--- src/hdl/crc16_frame_encoder_assert.svh ---
// assertion macros shared by the frame encoder
`ifndef CRC16_FRAME_ENCODER_ASSERT_SVH
`define CRC16_FRAME_ENCODER_ASSERT_SVH

// property checked at every rising clock edge outside reset
`define ASSERT_CLK(label, prop, msg) \
  label: assert property (@(posedge clk_i) disable iff (!rst_ni) (prop)) else $error(msg);

// condition that must never hold outside reset
`define ASSERT_NEVER(label, cond, msg) \
  label: assert property (@(posedge clk_i) disable iff (!rst_ni) !(cond)) else $error(msg);

`endif

--- src/hdl/crc16fe_pkg.sv ---
package crc16fe_pkg;

  // frame geometry
  localparam int unsigned MaxPayload  = 512;
  localparam int unsigned HeaderBytes = 9;
  localparam int unsigned CrcBytes    = 2;

  // crc-16/modbus
  localparam logic [15:0] CRC_INIT = 16'hFFFF;
  localparam logic [15:0] CRC_POLY = 16'hA001;

  // input function codes
  localparam logic FUNC_START   = 1'b0;
  localparam logic FUNC_PAYLOAD = 1'b1;

  // configuration register indexes
  localparam logic [1:0] REG_MAGIC_FIRST    = 2'd0;
  localparam logic [1:0] REG_MAGIC_SECOND   = 2'd1;
  localparam logic [1:0] REG_VERSION_BYTE   = 2'd2;
  localparam logic [1:0] REG_FRAME_CAPACITY = 2'd3;

  localparam logic [16:0] CAPACITY_RESET = 17'd65546;

  // result status codes
  typedef enum logic [1:0] {
    STATUS_OK       = 2'd0,
    STATUS_TOO_LONG = 2'd1,
    STATUS_OVER_CAP = 2'd2,
    STATUS_STRAY    = 2'd3
  } status_e;

  typedef struct packed {
    logic        func;
    logic [7:0]  flags;
    logic [7:0]  command;
    logic [15:0] sequence_req;
    logic [15:0] payload_length;
    logic [7:0]  payload_byte;
  } in_t;

  typedef struct packed {
    logic [7:0] out_byte;
    logic       frame_end;
    status_e    status;
  } out_t;

  // one byte through the reflected crc
  function automatic logic [15:0] crc_byte(logic [15:0] crc, logic [7:0] b);
    logic [15:0] c;
    c = crc ^ {8'h00, b};
    for (int k = 0; k < 8; k++) begin
      c = c[0] ? ((c >> 1) ^ CRC_POLY) : (c >> 1);
    end
    return c;
  endfunction

endpackage

--- src/hdl/crc16_frame_encoder.sv ---
// an accepted transaction goes into the item register, then its first result byte into
// the output register; a payload byte yields one result byte, the last one also the two
// crc bytes, a start the nine header bytes (plus the crc with an empty payload), an
// error one byte; the byte sequencer emits one byte per cycle unless the output stalls
// reset: asynchronous active low; crc to 0xFFFF, no frame open, registers to defaults
module crc16_frame_encoder (
  input  logic                 clk_i,
  input  logic                 rst_ni,
  input  logic                 cfg_we_i,
  input  logic [1:0]           cfg_idx_i,
  input  logic [16:0]          cfg_data_i,
  input  logic                 in_valid_i,
  output logic                 in_stall_o,
  input  crc16fe_pkg::in_t     in_data_i,
  output logic                 out_valid_o,
  input  logic                 out_stall_i,
  output crc16fe_pkg::out_t    out_data_o
);

  // byte sequencer step codes
  localparam logic [3:0] STEP_FIRST    = 4'd0;
  localparam logic [3:0] STEP_LAST_HDR = 4'd8;
  localparam logic [3:0] STEP_CRC_LO   = 4'd9;
  localparam logic [3:0] STEP_CRC_HI   = 4'd10;

  localparam logic [15:0] MAX_LEN   = 16'(crc16fe_pkg::MaxPayload);
  localparam logic [16:0] FRAME_OVH = 17'(crc16fe_pkg::HeaderBytes + crc16fe_pkg::CrcBytes);

  // configuration registers
  logic [7:0]  magic_first_q, magic_second_q, version_byte_q;
  logic [16:0] frame_capacity_q;

  always_ff @(posedge clk_i or negedge rst_ni) begin
    if (!rst_ni) begin
      magic_first_q    <= '0;
      magic_second_q   <= '0;
      version_byte_q   <= '0;
      frame_capacity_q <= crc16fe_pkg::CAPACITY_RESET;
    end else if (cfg_we_i) begin
      case (cfg_idx_i)
        crc16fe_pkg::REG_MAGIC_FIRST:    magic_first_q    <= cfg_data_i[7:0];
        crc16fe_pkg::REG_MAGIC_SECOND:   magic_second_q   <= cfg_data_i[7:0];
        crc16fe_pkg::REG_VERSION_BYTE:   version_byte_q   <= cfg_data_i[7:0];
        crc16fe_pkg::REG_FRAME_CAPACITY: frame_capacity_q <= cfg_data_i;
        default: ;
      endcase
    end
  end

  // item register and frame state
  crc16fe_pkg::in_t  item_q;
  logic              active_q, active_d;
  logic [3:0]        step_q, step_d;
  logic [15:0]       crc_q, crc_d;
  logic [15:0]       rem_q, rem_d;
  logic              open_q, open_d;
  crc16fe_pkg::out_t out_q, res_d;
  logic              out_valid_q, out_valid_d;

  logic        fire, last, accept;
  logic [7:0]  hdr_byte;
  logic [15:0] crc_in;
  logic [16:0] total;
  logic        too_long, over_cap;

  // emitter moves one byte into the output register when it has room
  assign fire       = active_q && (!out_valid_q || !out_stall_i);
  assign in_stall_o = active_q && !(fire && last);
  assign accept     = in_valid_i && !in_stall_o;

  assign total    = {1'b0, item_q.payload_length} + FRAME_OVH;
  assign too_long = item_q.payload_length > MAX_LEN;
  assign over_cap = total > frame_capacity_q;
  assign crc_in   = (step_q == STEP_FIRST) ? crc16fe_pkg::CRC_INIT : crc_q;

  // header byte for the current step
  always_comb begin
    case (step_q)
      4'd0:    hdr_byte = magic_first_q;
      4'd1:    hdr_byte = magic_second_q;
      4'd2:    hdr_byte = version_byte_q;
      4'd3:    hdr_byte = item_q.flags;
      4'd4:    hdr_byte = item_q.command;
      4'd5:    hdr_byte = item_q.sequence_req[7:0];
      4'd6:    hdr_byte = item_q.sequence_req[15:8];
      4'd7:    hdr_byte = item_q.payload_length[7:0];
      4'd8:    hdr_byte = item_q.payload_length[15:8];
      default: hdr_byte = '0;
    endcase
  end

  // result byte and next frame state for the current step
  always_comb begin
    res_d.out_byte  = '0;
    res_d.frame_end = 1'b0;
    res_d.status    = crc16fe_pkg::STATUS_OK;
    last            = 1'b0;
    step_d          = step_q + 4'd1;
    crc_d           = crc_q;
    rem_d           = rem_q;
    open_d          = open_q;
    if (step_q == STEP_CRC_LO) begin
      res_d.out_byte = crc_q[7:0];
    end else if (step_q == STEP_CRC_HI) begin
      res_d.out_byte  = crc_q[15:8];
      res_d.frame_end = 1'b1;
      last            = 1'b1;
      crc_d           = crc16fe_pkg::CRC_INIT;
      rem_d           = '0;
      open_d          = 1'b0;
    end else if (item_q.func == crc16fe_pkg::FUNC_START) begin
      // a start abandons any open frame
      if (step_q == STEP_FIRST) begin
        open_d = 1'b0;
        rem_d  = '0;
        crc_d  = crc16fe_pkg::CRC_INIT;
      end
      if (step_q == STEP_FIRST && too_long) begin
        res_d.frame_end = 1'b1;
        res_d.status    = crc16fe_pkg::STATUS_TOO_LONG;
        last            = 1'b1;
      end else if (step_q == STEP_FIRST && over_cap) begin
        res_d.frame_end = 1'b1;
        res_d.status    = crc16fe_pkg::STATUS_OVER_CAP;
        last            = 1'b1;
      end else begin
        res_d.out_byte = hdr_byte;
        crc_d          = crc16fe_pkg::crc_byte(crc_in, hdr_byte);
        if (step_q == STEP_LAST_HDR) begin
          if (item_q.payload_length == '0) begin
            step_d = STEP_CRC_LO;
          end else begin
            last   = 1'b1;
            open_d = 1'b1;
            rem_d  = item_q.payload_length;
          end
        end
      end
    end else begin
      // payload byte: pass through, or flag it when no frame is open
      if (!open_q) begin
        res_d.frame_end = 1'b1;
        res_d.status    = crc16fe_pkg::STATUS_STRAY;
        last            = 1'b1;
      end else begin
        res_d.out_byte = item_q.payload_byte;
        crc_d          = crc16fe_pkg::crc_byte(crc_q, item_q.payload_byte);
        rem_d          = rem_q - 16'd1;
        if (rem_q == 16'd1) begin
          step_d = STEP_CRC_LO;
        end else begin
          last = 1'b1;
        end
      end
    end
  end

  always_comb begin
    if (accept) begin
      active_d = 1'b1;
    end else if (fire && last) begin
      active_d = 1'b0;
    end else begin
      active_d = active_q;
    end
    if (fire) begin
      out_valid_d = 1'b1;
    end else if (out_stall_i) begin
      out_valid_d = out_valid_q;
    end else begin
      out_valid_d = 1'b0;
    end
  end

  // control registers
  always_ff @(posedge clk_i or negedge rst_ni) begin
    if (!rst_ni) begin
      active_q    <= 1'b0;
      step_q      <= STEP_FIRST;
      crc_q       <= crc16fe_pkg::CRC_INIT;
      rem_q       <= '0;
      open_q      <= 1'b0;
      out_valid_q <= 1'b0;
    end else begin
      active_q    <= active_d;
      out_valid_q <= out_valid_d;
      if (fire) begin
        crc_q  <= crc_d;
        rem_q  <= rem_d;
        open_q <= open_d;
      end
      if (accept || (fire && last)) begin
        step_q <= STEP_FIRST;
      end else if (fire) begin
        step_q <= step_d;
      end
    end
  end

  // payload registers
  always_ff @(posedge clk_i) begin
    if (accept) begin
      item_q <= in_data_i;
    end
    if (fire) begin
      out_q <= res_d;
    end
  end

  assign out_valid_o = out_valid_q;
  assign out_data_o  = out_q;

  `include "crc16_frame_encoder_assert.svh"

  // error results carry a zero byte and close the frame
  `ASSERT_CLK(a_err_ends, out_valid_o && out_data_o.status != crc16fe_pkg::STATUS_OK |-> out_data_o.frame_end && out_data_o.out_byte == 8'd0, "error result without frame end")
  // an open frame has bytes left to come until its trailer starts
  `ASSERT_NEVER(a_open_rem, open_q && rem_q == 16'd0 && step_q < STEP_CRC_LO, "open frame empty")
  // an accepted transaction starts the sequencer at its first step
  `ASSERT_CLK(a_accept_start, accept |=> active_q && step_q == STEP_FIRST, "accepted item not started")
  // the sequencer never runs past the last crc byte
  `ASSERT_NEVER(a_step_range, active_q && step_q > STEP_CRC_HI, "sequencer step out of range")

endmodule

--- config.mk ---
export PLATFORM = sky130hd
export DESIGN_NAME = crc16_frame_encoder
export DESIGN_NICKNAME = d
export VERILOG_FILES = /design/src/hdl/crc16fe_pkg.sv /design/src/hdl/crc16_frame_encoder.sv
export VERILOG_INCLUDE_DIRS = /design/src /design/src/hdl
export SDC_FILE = /design/constraint.sdc
export NUM_CORES = 1
export LEC_CHECK = 0
export BUFFER_PORTS_ARGS = -buffer_cell sky130_fd_sc_hd__buf_2
export CAP_MARGIN = 40
export CORE_AREA = 8 8 137 139
export DETAILED_ROUTE_END_ITERATION = 16
export DIE_AREA = 0 0 145 147
export GPL_TIMING_DRIVEN = 0
export PLACE_DENSITY = 0.75
export SYNTH_ARGS = -nofsm -noshare
export SYNTH_HDL_FRONTEND = slang
export SYNTH_SLANG_ARGS = --single-unit
--- constraint.sdc ---
create_clock -name clk_i -period 4.7 [get_ports clk_i]
set_clock_uncertainty 0.05 [all_clocks]
set_input_delay 0.235 -clock clk_i [delete_from_list [all_inputs] [get_ports clk_i]]
set_output_delay 0.235 -clock clk_i [all_outputs]
set_load 0.05 [all_outputs]
==> impl_metrics.tcl <==
set metrics [dict create \
    grt_busiest_layer "met2" \
    yosys_warnings 0 \
    avgSynthCellArea_um2 10.8 \
    r2r_start "item_q[10]$_DFFE_PP_" \
    avgRoutedWirePerCell_um 20.3 \
    cp-end-kind "output pin" \
    critical_path_class "flip-flop to output pin" \
    syn-num-nets 855 \
    wirelength_um 24000 \
    dr_total_vias 6873 \
    place_congestion 0.905 \
    grt_setup_unrepaired "yes" \
    clk_latency_ns 0.44 \
    cp-start-kind "flip-flop" \
    cts_buffers 17 \
    worstReg2RegEnd "item_q[43]$_DFFE_PP_" \
    syn_inst 749 \
    hold_path.class "input pin to flip-flop" \
    drc 0 \
    fin_crit_sh 0.996 \
    async_reset_ff_frac 0.541 \
    p_leak_nw 4.31 \
    tightest_slew_ns 0.889 \
    initial_core_util 0.484 \
    ios 94 \
    required_ns 4.41 \
    cp_cell_sequence "inv_2, ha_2, inv_1, a21oi_2, nor2b_2, and3_1, nand4_1, xnor2_1, ha_1, a21o_1, a21o_1, a21oi_2, nor2_1, a2111oi_4, a221oi_2, clkbuf_8, o21ai_2, a21oi_2, buf_6, nor2_4, buf_8" \
    core_um2 16800 \
    dieHeight_um 147 \
    grt_max_degree 45 \
    irDropWorstVdd_mv 0.416 \
    power.density_nw_per_um2 655 \
    antenna_found_initial 0 \
    drive_gt1_frac 0.251 \
    drt_iter0_markers 668 \
    grtUsageMet2 0.376 \
    ant_nets 0 \
    firstDrtPassIters 5 \
    mostFrequentLayoutCells "buf_2, dlygate4sd3_1, edfxtp_1" \
    ys_ff_latch 148 \
    yosysUniqueCellTypes 64 \
    netlist_area_um2 8120 \
    dp_hpwl_um 15600 \
    cap_violations 0 \
    fin_nets 1050 \
    use_met3 0.0541 \
    synth_flop_cell "edfxtp_1" \
    period_needed_ns 4.68 \
    p_total_mw 6.79 \
    multi_input_area_um2 3820 \
    area_delta_synth_final_pct 27.7 \
    grt_pass1_wl_um 38000 \
    hold_viol_final 0 \
    vias_per_cell 5.81 \
    drv_slew 0 \
    antenna_cells 0 \
    die_w_um 145 \
    whs_endpoint "step_q[2]$_DFFE_PN0P_" \
    hold_start "in_valid_i" \
    seqCellArea_um2 4070 \
    layout_commonest_cell "buf_2" \
    dpl_cell_area_um2 8920 \
    status "completed" \
    fillers 1305 \
    setup_violations 0 \
    grt_util_met1 0.268 \
    io_buffers 93 \
    max_freq_ghz 0.214 \
    crit_top_cell "a21oi_2" \
    crit_buf_inv 5 \
    hold_depth 2 \
    path_max_fanout 7 \
    cts.clk_slew.worst_paths_ns 0.06 \
    reg2reg_slack_ns 0.21 \
    die-area_um2 21300 \
    grt_overflow_total 0 \
    worstRegToRegCells 18 \
    cpMaxStageDelayCell "edfxtp_1" \
    ctsLongestPathBuffers 2 \
    fp-row-count 48 \
    htreeDepth 4 \
    first_global_vias 7098 \
    arrival_ns 4.39 \
    final_core_util 0.619 \
    cts_sinks 148 \
    cts_tree "yes" \
    cts-root-buf "clkbuf_16" \
    fin_area_um2 10400 \
    ys_seq_area_frac 0.501 \
    grt_usage 0.224 \
    max_stage_delay_ns 0.42 \
    cp_top_family "compound AO/OA/AOI/OAI gates" \
    synth_edf_count 68 \
    slew_headroom 0.402 \
]
## report_power, final
group	leakage (nW)	switching, mW	internal, mW
Combinational	2.43	1.86	1.53
Clock	0.281	0.570	0.786
Sequential	1.60	0.289	1.75
## routing by layer
layer  routed length (um)  up-vias
met1                 9570     3350
met2                11700      318
li1                     -     3134
met3                 1820       71
met5                    0        -
met4                  874        0
## repair_timing
item / CTS / global route
pin swaps: 5 / 7
gates cloned: 1 / 0
hold buffers: 68 / 0
resized for setup: 11 / 18
setup buffers: 7 / 4
setup endpoints to repair: 84 / 70
hold endpoints to repair: 92 / 0
## worst max-delay path by stage
| stage | from | end | slack (ns) | depth (start not counted) |
|---|---|---|---|---|
| floorplan | item_q[8]$_DFFE_PP_ | item_q[0]$_DFFE_PP_ | 0.1 | 18 |
| global placement | item_q[8]$_DFFE_PP_ | item_q[21]$_DFFE_PP_ | -1.34 | 18 |
| detailed placement | item_q[8]$_DFFE_PP_ | item_q[21]$_DFFE_PP_ | -1.21 | 19 |
| CTS | item_q[8]$_DFFE_PP_ | in_stall_o | 0.01 | 20 |
| global route | item_q[8]$_DFFE_PP_ | in_stall_o | -0.15 | 21 |
| finish | item_q[8]$_DFFE_PP_ | in_stall_o | 0.02 | 21 |
## final cells by class
type,count,area share
plain buffers,39,0.0173
multi-input cells,525,0.368
clock inverters,15,0.0148
flip-flops and latches,148,0.392
well taps,225,0.0272
repair buffers,175,0.125
clock buffers,17,0.0410
inverters,38,0.0138
## Yosys cell counts, types with 4 or more instances
library cell / count / area share
clkbuf_1: 28 / 0.013
a22o_1: 15 / 0.016
nor3_1: 22 / 0.014
nor2_1: 53 / 0.025
nor3b_1: 5 / 0.0046
inv_1: 38 / 0.018
nand4_1: 10 / 0.0077
ha_1: 25 / 0.039
edfxtp_1: 68 / 0.25
a211oi_1: 5 / 0.0046
o22ai_1: 8 / 0.0062
buf_2: 7 / 0.0043
a21oi_1: 55 / 0.034
o21ai_0: 15 / 0.0093
a21o_1: 7 / 0.0065
dfrtp_1: 61 / 0.19
mux2i_1: 5 / 0.0062
xor2_1: 16 / 0.017
dfstp_2: 19 / 0.062
mux2_2: 50 / 0.069
a22oi_1: 14 / 0.013
a221oi_1: 20 / 0.022
o21a_1: 5 / 0.0046
xnor2_1: 52 / 0.056
nand3b_1: 6 / 0.0056
nand2_1: 62 / 0.029
and3_1: 5 / 0.0039
nor4_1: 4 / 0.0031
nor2b_1: 5 / 0.0039
nand3_1: 13 / 0.0080
## stage by stage
step / setup TNS [ns] / std cells / hold WS, ns / setup slack, ns
global placement: -80.17 / 1067 / 0.362 / -1.34
global route: -0.148 / 1182 / 0.0357 / -0.148
floorplan: 0 / 749 / -0.111 / 0.0955
detailed placement: -69.76 / 1070 / 0.200 / -1.21
finish: 0 / 1182 / 0.0409 / 0.0209
CTS: 0 / 1178 / 0.0370 / 0.0142
## cell families after synthesis
kind of cell    Yosys count  synth area share
flops                   148             0.501
mux                      56            0.0769
compound gates          170             0.143
buf+inv                  77            0.0381
fa+ha+maj                25            0.0385
simple gates            202             0.120
xor+xnor                 71            0.0819
## flip-flops by register name, summed over array words and instances, names as in the netlist
signal,flops
out_valid_o,1
out_data_o,11
rem_q,16
step_q,4
item_q,57
magic_first_q,8
magic_second_q,8
open_q,1
version_byte_q,8
frame_capacity_q,17
crc_q,16
active_q,1
No activity file was read; power rests on OpenSTA's default activity.
